===== src/rtl/dlst_pkg.sv =====
// ----------------------------------------------------------------------------
// dlst_pkg
// Shared types and constants for the delta-list sleep timer queue.
// ----------------------------------------------------------------------------
package dlst_pkg;

  localparam int QUEUE_DEPTH_DEF = 16;
  localparam int MAX_RESULTS     = 16;
  localparam int NRES_W          = $clog2(MAX_RESULTS + 1);

  // operation codes carried on s_tuser
  localparam logic [1:0] FUNC_ADD    = 2'd0;
  localparam logic [1:0] FUNC_TICK   = 2'd1;
  localparam logic [1:0] FUNC_REMOVE = 2'd2;
  localparam logic [1:0] FUNC_NONE   = 2'd3;

  // result kinds carried on m_tuser
  localparam logic KIND_WAKE   = 1'b0;
  localparam logic KIND_REJECT = 1'b1;

  typedef struct packed {
    logic [15:0] delta;
    logic [15:0] sem;
    logic [15:0] thread;
  } entry_t;

  typedef enum logic [3:0] {
    S_IDLE, S_REJ,
    S_AW_RD, S_AW_CK, S_AS_RD, S_AS_WR, S_A_FIX, S_A_NEW,
    S_RW_RD, S_RW_CK, S_RS_RD, S_RS_WR,
    S_T_RD, S_T_CK, S_T_FLUSH
  } state_t;

endpackage


===== src/rtl/dlst_ram.sv =====
// ----------------------------------------------------------------------------
// dlst_ram
// Entry store: one write port, one read port, registered read data.
// ----------------------------------------------------------------------------
module dlst_ram #(
  parameter int DEPTH = dlst_pkg::QUEUE_DEPTH_DEF,
  parameter int AW    = $clog2(DEPTH)
) (
  input  logic            clk,
  input  logic            we,
  input  logic [AW-1:0]   waddr,
  input  dlst_pkg::entry_t wdata,
  input  logic            re,
  input  logic [AW-1:0]   raddr,
  output dlst_pkg::entry_t rdata
);

  dlst_pkg::entry_t mem [DEPTH];

  // write port
  always_ff @(posedge clk) begin
    if (we) begin
      mem[waddr] <= wdata;
    end
  end

  // read port, data holds until the next read
  always_ff @(posedge clk) begin
    if (re) begin
      rdata <= mem[raddr];
    end
  end

endmodule


===== src/rtl/delta_list_sleep_timer_queue_top.sv =====
// ----------------------------------------------------------------------------
// delta_list_sleep_timer_queue_top
// Timed-wait queue kept as a delta list in a circular entry memory.
//
//  channel | dir | tdata                                        | tuser     | tlast
//  s_*     | in  | thread_id[15:0] sem_id[31:16] sleep_time[47:32] | func[1:0] | -
//  m_*     | out | woken_thread[15:0] woken_sem[31:16]           | kind      | last_of_run
//
// Walks and shifts go one entry at a time, paced by the single read port of
// the entry memory. Reset (rst, synchronous) empties the queue; the memory is
// not cleared. Input is taken only between requests; a stalled output holds
// the sequencer only when it has a result to hand over.
// ----------------------------------------------------------------------------
module delta_list_sleep_timer_queue_top #(
  parameter int QUEUE_DEPTH = dlst_pkg::QUEUE_DEPTH_DEF
) (
  input  logic        clk,
  input  logic        rst,
  input  logic        s_tvalid,
  output logic        s_tready,
  input  logic [47:0] s_tdata,   // thread_id, sem_id, sleep_time
  input  logic [1:0]  s_tuser,   // func
  output logic        m_tvalid,
  input  logic        m_tready,
  output logic [31:0] m_tdata,   // woken_thread, woken_sem
  output logic        m_tuser,   // kind
  output logic        m_tlast    // last_of_run
);

  localparam int AW = $clog2(QUEUE_DEPTH);
  localparam int CW = $clog2(QUEUE_DEPTH + 1);
  localparam int NW = dlst_pkg::NRES_W;

  dlst_pkg::state_t st, st_next;
  logic [CW-1:0]    cnt, cnt_next;
  logic [AW-1:0]    head, head_next;
  logic [CW-1:0]    idx, idx_next;
  logic [CW-1:0]    jdx, jdx_next;
  logic [CW-1:0]    pos, pos_next;
  logic [16:0]      cum, cum_next;
  logic [15:0]      nd, nd_next;
  logic [15:0]      dfold, dfold_next;
  logic [15:0]      r_thr, r_sem, r_tm;
  logic             dec, dec_next;
  logic [NW-1:0]    nres, nres_next;
  dlst_pkg::entry_t old, old_next;
  dlst_pkg::entry_t pend, pend_next;
  logic             pvld, pvld_next;

  logic             mem_we, mem_re;
  logic [AW-1:0]    mem_waddr, mem_raddr;
  dlst_pkg::entry_t mem_wdata, rdata;

  logic             push, push_kind, push_last;
  logic [31:0]      push_data;
  logic             out_free;
  logic             in_acc;

  logic [16:0]      sum;
  logic [15:0]      dv;

  // logical position to memory address, wrapping around the ring
  function automatic logic [AW-1:0] phys(input logic [AW-1:0] h, input logic [CW-1:0] l);
    logic [CW:0] s;
    s = (CW+1)'(h) + (CW+1)'(l);
    if (s >= (CW+1)'(QUEUE_DEPTH)) begin
      s = s - (CW+1)'(QUEUE_DEPTH);
    end
    return s[AW-1:0];
  endfunction

  dlst_ram #(.DEPTH(QUEUE_DEPTH), .AW(AW)) u_ram (
    .clk   (clk),
    .we    (mem_we),
    .waddr (mem_waddr),
    .wdata (mem_wdata),
    .re    (mem_re),
    .raddr (mem_raddr),
    .rdata (rdata)
  );

  assign s_tready = (st == dlst_pkg::S_IDLE);
  assign in_acc   = s_tvalid && s_tready;
  assign out_free = !m_tvalid || m_tready;
  assign sum      = cum + 17'(rdata.delta);
  assign dv       = (dec && rdata.delta != 16'd0) ? rdata.delta - 16'd1 : rdata.delta;

  // sequencer: next state, memory accesses and results
  always_comb begin
    st_next    = st;
    cnt_next   = cnt;
    head_next  = head;
    idx_next   = idx;
    jdx_next   = jdx;
    pos_next   = pos;
    cum_next   = cum;
    nd_next    = nd;
    dfold_next = dfold;
    dec_next   = dec;
    nres_next  = nres;
    old_next   = old;
    pend_next  = pend;
    pvld_next  = pvld;
    mem_we     = 1'b0;
    mem_re     = 1'b0;
    mem_waddr  = phys(head, jdx);
    mem_raddr  = phys(head, idx);
    mem_wdata  = rdata;
    push       = 1'b0;
    push_kind  = dlst_pkg::KIND_WAKE;
    push_last  = 1'b0;
    push_data  = {pend.sem, pend.thread};

    unique case (st)
      dlst_pkg::S_IDLE: begin
        if (in_acc) begin
          idx_next = '0;
          cum_next = '0;
          priority case (s_tuser)
            dlst_pkg::FUNC_ADD: begin
              st_next = (cnt == CW'(QUEUE_DEPTH)) ? dlst_pkg::S_REJ : dlst_pkg::S_AW_RD;
            end
            dlst_pkg::FUNC_TICK: begin
              dec_next  = 1'b1;
              nres_next = '0;
              st_next   = dlst_pkg::S_T_RD;
            end
            dlst_pkg::FUNC_REMOVE: st_next = dlst_pkg::S_RW_RD;
            default: st_next = dlst_pkg::S_IDLE;
          endcase
        end
      end

      // reject an add to a full queue
      dlst_pkg::S_REJ: begin
        if (out_free) begin
          push      = 1'b1;
          push_kind = dlst_pkg::KIND_REJECT;
          push_last = 1'b1;
          push_data = {r_sem, r_thr};
          st_next   = dlst_pkg::S_IDLE;
        end
      end

      // walk to the insert point
      dlst_pkg::S_AW_RD: begin
        if (idx == cnt) begin
          pos_next = cnt;
          nd_next  = r_tm - cum[15:0];
          jdx_next = cnt;
          st_next  = dlst_pkg::S_AS_RD;
        end else begin
          mem_re  = 1'b1;
          st_next = dlst_pkg::S_AW_CK;
        end
      end
      dlst_pkg::S_AW_CK: begin
        if (17'(r_tm) <= sum) begin
          pos_next = idx;
          old_next = rdata;
          nd_next  = r_tm - cum[15:0];
          jdx_next = cnt;
          st_next  = dlst_pkg::S_AS_RD;
        end else begin
          cum_next = sum;
          idx_next = idx + CW'(1);
          st_next  = dlst_pkg::S_AW_RD;
        end
      end

      // shift the tail up by one entry
      dlst_pkg::S_AS_RD: begin
        if ((CW+1)'(jdx) > (CW+1)'(pos) + (CW+1)'(1)) begin
          mem_re    = 1'b1;
          mem_raddr = phys(head, jdx - CW'(1));
          st_next   = dlst_pkg::S_AS_WR;
        end else if (pos < cnt) begin
          st_next = dlst_pkg::S_A_FIX;
        end else begin
          st_next = dlst_pkg::S_A_NEW;
        end
      end
      dlst_pkg::S_AS_WR: begin
        mem_we   = 1'b1;
        jdx_next = jdx - CW'(1);
        st_next  = dlst_pkg::S_AS_RD;
      end
      dlst_pkg::S_A_FIX: begin
        mem_we          = 1'b1;
        mem_waddr       = phys(head, pos + CW'(1));
        mem_wdata       = old;
        mem_wdata.delta = old.delta - nd;
        st_next         = dlst_pkg::S_A_NEW;
      end
      dlst_pkg::S_A_NEW: begin
        mem_we           = 1'b1;
        mem_waddr        = phys(head, pos);
        mem_wdata.thread = r_thr;
        mem_wdata.sem    = r_sem;
        mem_wdata.delta  = nd;
        cnt_next         = cnt + CW'(1);
        st_next          = dlst_pkg::S_IDLE;
      end

      // search for the named thread
      dlst_pkg::S_RW_RD: begin
        if (idx == cnt) begin
          st_next = dlst_pkg::S_IDLE;
        end else begin
          mem_re  = 1'b1;
          st_next = dlst_pkg::S_RW_CK;
        end
      end
      dlst_pkg::S_RW_CK: begin
        if (rdata.thread == r_thr) begin
          dfold_next = rdata.delta;
          jdx_next   = idx;
          st_next    = dlst_pkg::S_RS_RD;
        end else begin
          idx_next = idx + CW'(1);
          st_next  = dlst_pkg::S_RW_RD;
        end
      end

      // shift the tail down, folding the removed delta into the successor
      dlst_pkg::S_RS_RD: begin
        if ((CW+1)'(jdx) + (CW+1)'(1) < (CW+1)'(cnt)) begin
          mem_re    = 1'b1;
          mem_raddr = phys(head, jdx + CW'(1));
          st_next   = dlst_pkg::S_RS_WR;
        end else begin
          cnt_next = cnt - CW'(1);
          st_next  = dlst_pkg::S_IDLE;
        end
      end
      dlst_pkg::S_RS_WR: begin
        mem_we          = 1'b1;
        mem_wdata.delta = rdata.delta + dfold;
        dfold_next      = '0;
        jdx_next        = jdx + CW'(1);
        st_next         = dlst_pkg::S_RS_RD;
      end

      // tick: decrement the head once, then pop due entries
      dlst_pkg::S_T_RD: begin
        if (cnt == '0 || nres == NW'(dlst_pkg::MAX_RESULTS)) begin
          st_next = pvld ? dlst_pkg::S_T_FLUSH : dlst_pkg::S_IDLE;
        end else begin
          mem_re    = 1'b1;
          mem_raddr = head;
          st_next   = dlst_pkg::S_T_CK;
        end
      end
      dlst_pkg::S_T_CK: begin
        if (dv != 16'd0) begin
          if (dec) begin
            mem_we          = 1'b1;
            mem_waddr       = head;
            mem_wdata.delta = dv;
          end
          dec_next = 1'b0;
          st_next  = pvld ? dlst_pkg::S_T_FLUSH : dlst_pkg::S_IDLE;
        end else if (!pvld || out_free) begin
          push      = pvld;
          pend_next = rdata;
          pvld_next = 1'b1;
          dec_next  = 1'b0;
          head_next = (head == AW'(QUEUE_DEPTH - 1)) ? '0 : head + AW'(1);
          cnt_next  = cnt - CW'(1);
          nres_next = nres + NW'(1);
          st_next   = dlst_pkg::S_T_RD;
        end
      end
      dlst_pkg::S_T_FLUSH: begin
        if (out_free) begin
          push      = 1'b1;
          push_last = 1'b1;
          pvld_next = 1'b0;
          st_next   = dlst_pkg::S_IDLE;
        end
      end
      default: st_next = dlst_pkg::S_IDLE;
    endcase
  end

  // control registers
  always_ff @(posedge clk) begin
    if (rst) begin
      st       <= dlst_pkg::S_IDLE;
      cnt      <= '0;
      head     <= '0;
      pvld     <= 1'b0;
      dec      <= 1'b0;
      nres     <= '0;
      m_tvalid <= 1'b0;
    end else begin
      st   <= st_next;
      cnt  <= cnt_next;
      head <= head_next;
      pvld <= pvld_next;
      dec  <= dec_next;
      nres <= nres_next;
      if (push) begin
        m_tvalid <= 1'b1;
      end else if (m_tready) begin
        m_tvalid <= 1'b0;
      end
    end
  end

  // payload registers
  always_ff @(posedge clk) begin
    idx   <= idx_next;
    jdx   <= jdx_next;
    pos   <= pos_next;
    cum   <= cum_next;
    nd    <= nd_next;
    dfold <= dfold_next;
    old   <= old_next;
    pend  <= pend_next;
    if (in_acc) begin
      r_thr <= s_tdata[15:0];
      r_sem <= s_tdata[31:16];
      r_tm  <= s_tdata[47:32];
    end
    if (push) begin
      m_tdata <= push_data;
      m_tuser <= push_kind;
      m_tlast <= push_last;
    end
  end

  // checks
  a_cnt_range: assert property (@(posedge clk) disable iff (rst)
    cnt <= CW'(QUEUE_DEPTH)) else $error("entry count beyond depth");
  a_rej_full: assert property (@(posedge clk) disable iff (rst)
    st == dlst_pkg::S_REJ |-> cnt == CW'(QUEUE_DEPTH)) else $error("reject while not full");
  a_pend_tick: assert property (@(posedge clk) disable iff (rst)
    pvld |-> (st == dlst_pkg::S_T_RD || st == dlst_pkg::S_T_CK || st == dlst_pkg::S_T_FLUSH))
    else $error("pending wake outside tick");
  a_nres: assert property (@(posedge clk) disable iff (rst)
    nres <= NW'(dlst_pkg::MAX_RESULTS)) else $error("too many wakes in one tick");

endmodule


===== config.mk =====
export PLATFORM = sky130hd
export DESIGN_NAME = delta_list_sleep_timer_queue_top
export DESIGN_NICKNAME = d
export VERILOG_FILES = /design/src/rtl/dlst_pkg.sv /design/src/rtl/dlst_ram.sv /design/src/rtl/delta_list_sleep_timer_queue_top.sv
export SDC_FILE = /design/constraint.sdc
export NUM_CORES = 2
export LEC_CHECK = 0
export ABC_AREA = 1
export BUFFER_PORTS_ARGS = -buffer_cell sky130_fd_sc_hd__buf_2
export CAP_MARGIN = 10
export CORE_ASPECT_RATIO = 1.75
export CORE_UTILIZATION = 63
export DETAILED_ROUTE_END_ITERATION = 12
export MAX_ROUTING_LAYER = met4
export PLACE_DENSITY = 0.8
export SYNTH_ARGS = -nofsm -noshare
export SYNTH_HDL_FRONTEND = slang
export SYNTH_HIERARCHICAL = 1
export SYNTH_SLANG_ARGS = --single-unit

===== constraint.sdc =====
create_clock -name clk -period 8.6 [get_ports clk]
set_input_delay 0.86 -clock clk [delete_from_list [all_inputs] [get_ports clk]]
set_output_delay 0.86 -clock clk [all_outputs]
set_load 0.01 [all_outputs]

==> impl_metrics.yaml <==
floorplan:
  die_area_sq_mm: 0.08054
  die_h_microns: 374.7
  die_x_microns: 215.0
  io_pins: 90
  core-area_sq_mm: 0.07862
  rows: 136
  initial_core_util_pct: 63.60
global_route:
  grt_use_total_pct: 34.10
  grt_max_degree: 195
  grt_pass1_vias: 35823
  grt_first_pass_wirelength_microns: 199800
  overflow: 0
  antenna_found_initial: 1
min_path:
  min_path_type: "in2reg"
  hold_depth: 1
pwr:
  power_density_mw_per_mm2: 372.0
  p_seq_share_pct: 36.9
  finalPower_w: 0.02015
  power_frac_comb_pct: 43.3
  p_clk_share_pct: 19.8
  switching_share_pct: 42.38
  switching_power_w: 0.008539
  p_int_w: 0.01161
  vdd_drop_max_mv: 0.5549
  p_leak_nw: 22.89
timing:
  drv_slew: 0
  maxSlewHeadroom_pct: 14.75
  fin_crit_ps: 5416
  rsz0062_at_grt: "false"
  fmax_ghz: 0.1846
  fin_skew_ps: 21.33
  setup_viol: 0
  tns_ps: 0
  tightestPinTransition_ps: 1279
  final.period_utilization_pct: 62.98
  hold_violations: 0
  worst_slack_ps: 3184
placed_design:
  placed_cells: 5924
  port_buffers: 89
  pre_cts_slack_ps: 3090
  hpwl_microns: 75740
  gp_congestion: 1.039
drt:
  drcViolationCount: 0
  antenna_left: 0
  viasPerCell: 5.951
  first_iter_violations: 4150
  drt-wirelength-per-cell_microns: 21.77
  dr_total_vias: 36283
  drtPass1Iterations: 6
  wirelength_microns: 132700
worst_setup_path:
  reg2reg_depth: 25
  cp_data_arrival_time_ps: 5870
  critPathLaunchType: "register"
  critical_path_class: "reg2reg"
  cp-end-kind: "register"
  required_ps: 9050
  worstPathMaxFanout: 193
clock_network:
  cts_tree: "done"
  clk-insertion-delay-late_ps: 690
  cts_resized: 0
  clk_pin_slew_worst_paths_ps: 70
  postCtsSetupRepairBufs: 0
  clockRootBuffer: "clkbuf_16"
  cts.sinks: 1063
  numCtsBuffers: 92
  ctsHtreeMaxLevel: 3
  postCtsHoldBufs: 0
  clockBufferDepth: 3
cells_and_area:
  nets: 5167
  area_growth_pct: 8.346
  final_cells: 6097
  drive_gt1_share_pct: 6.779
  fillers: 5500
  seqCellArea_sq_mm: 0.03171
  multiInputGateArea_sq_mm: 0.01434
synth:
  netlist_instances: 4934
  yosysUniqueCellTypes: 51
  synth-main-ff-cell: "edfxtp_1"
  syn_avg_cell_area_sq_um: 10.13
  synth-warning-count: 6
  async_flop_share_pct: 0
  ys_seq_area_share_pct: 63.42
  syn_area_sq_mm: 0.05000
  synth_nets: 5116
  ys_ff_latch: 1063
  synth_edf_count: 1042
job:
  maxCapViolCount: 0
status:
  status: "finished, final reports clean"
-- cell type report --
type	instances	share of cell area, %
flip-flops and latches	1063	58.54
multi-input cells	2878	26.48
inverters	803	5.606
clock buffers	111	4.499
well taps	1035	2.391
repair buffers	147	1.672
clock inverters	58	0.8084
diodes	2	0.009239
-- metal layers --
metal / share of wire (%) / vias up / global-route usage (%)
met3: 9.7 / 596 / 5.101
met5: 0 / - / -
met1: 34 / 17061 / 38.46
met2: 50 / 2266 / 56.48
met4: 7.1 / 0 / 22.55
li1: - / 16360 / -
-- power by group through the flow --
stage               combinational (W)  clock, W  sequential [W]
floorplan                     0.00636         0         0.00736
global route                  0.00954   0.00421         0.00746
finish                        0.00872   0.00399         0.00744
CTS                           0.00854   0.00403         0.00743
detailed placement            0.00846         0         0.00753
global placement              0.00820         0         0.00752
-- final timing paths --
check                           slack [ps]                        end                      start
worst max-delay path                  3180  u_ram/rdata[31]$_DFFE_PP_           jdx[1]$_DFFE_PP_
worst min-delay path                   340        r_thr[12]$_DFFE_PP_                s_tdata[12]
worst max register to register        3180  u_ram/rdata[31]$_DFFE_PP_           jdx[1]$_DFFE_PP_
worst min register to register         490         pend[20]$_DFFE_PP_  u_ram/rdata[20]$_DFFE_PP_
-- cells in the mapped netlist, types with 7 or more instances --
cell type,instances,share of area (%)
nand2_1,1439,11
edfxtp_1,1042,63
inv_1,797,6.0
nand3_1,666,6.7
nor2_1,181,1.4
ha_1,118,3.0
o21ai_0,112,1.1
a21oi_1,109,1.1
buf_2,78,0.78
xor2_1,56,0.98
clkbuf_1,53,0.40
buf_6,37,0.83
o211ai_1,37,0.56
xnor2_1,30,0.53
dfxtp_1,21,0.84
buf_4,12,0.18
nand4_1,12,0.15
or2_2,11,0.14
a31oi_1,10,0.13
fa_1,10,0.40
nor3_1,10,0.10
buf_1,9,0.068
a21o_1,8,0.12
o2111ai_1,8,0.14
o221ai_1,7,0.12
-- per-stage QoR --
step / hold WS (ps) / cell area, sq um / utilization (%)
2_1_floorplan: 445.4 / 50000 / -
3_3_place_gp: 449.1 / 51280 / 65.22
3_5_place_dp: 468.4 / 51280 / 65.22
4_1_cts: 299.3 / 54150 / 68.88
5_1_grt: 315.9 / 54170 / 68.90
6_report: 343.5 / 54170 / 68.91
-- critical path, stage by stage (launching register included) --
cell      delay, ps
edfxtp_1        500
ha_1            240
nand3_1         110
xor2_1          180
ha_1            280
inv_1            30
nor2_1          130
o21ai_0         100
nand2_1          60
inv_1            40
nand2_1          50
inv_1            50
o21ai_0         220
nor2_1           70
inv_1            90
nand2_1          90
a21oi_4         180
buf_12          460
clkinv_8        830
buf_4           710
nand2_1         180
nand2_1          80
nand2_1          70
nand3_1          80
nand3_1         110
nand2_1          70
-- placed cells by master (no fill, tap or decap), types with 10 or more instances in the layout --
cell type  netlist  routed
inv_1          797     793
nand2_1       1439    1437
nor3_1          10      10
dfxtp_1         21      21
nor2_1         181     161
nand3_1        666     664
a31oi_1         10      10
a21oi_1        109     106
xor2_1          56      56
buf_2           78      89
ha_1           118     118
edfxtp_1      1042    1042
clkbuf_16        0      95
o211ai_1        37      37
nor2_4           1      19
o21ai_0        112     111
fa_1            10      10
clkbuf_1        53      16
nand4_1         12      12
xnor2_1         30      30
clkinv_2         0      20
clkinv_1         3      22
buf_4           12      56
or2_2           11      11
-- flip-flops by register name, summed over array words and instances, names as in the netlist, 17 cells and up --
register	cells
u_ram/mem	768
old	48
u_ram/rdata	48
m_tdata	32
pend	32
cum	17
-- cell families (layout without fill, tap and decap cells) --
family,count (synthesis),count (layout),share of synthesized area [%]
and+or+nand+nor,2342,2342,19.64
DFF,1063,1063,63.42
buffers and inverters,993,1119,8.328
AOI/OAI and AO/OA,322,322,3.749
adders and majority gates,128,128,3.353
xor gates and xnor gates,86,86,1.506
other,0,2,0
(Power assumes the default switching activity.)
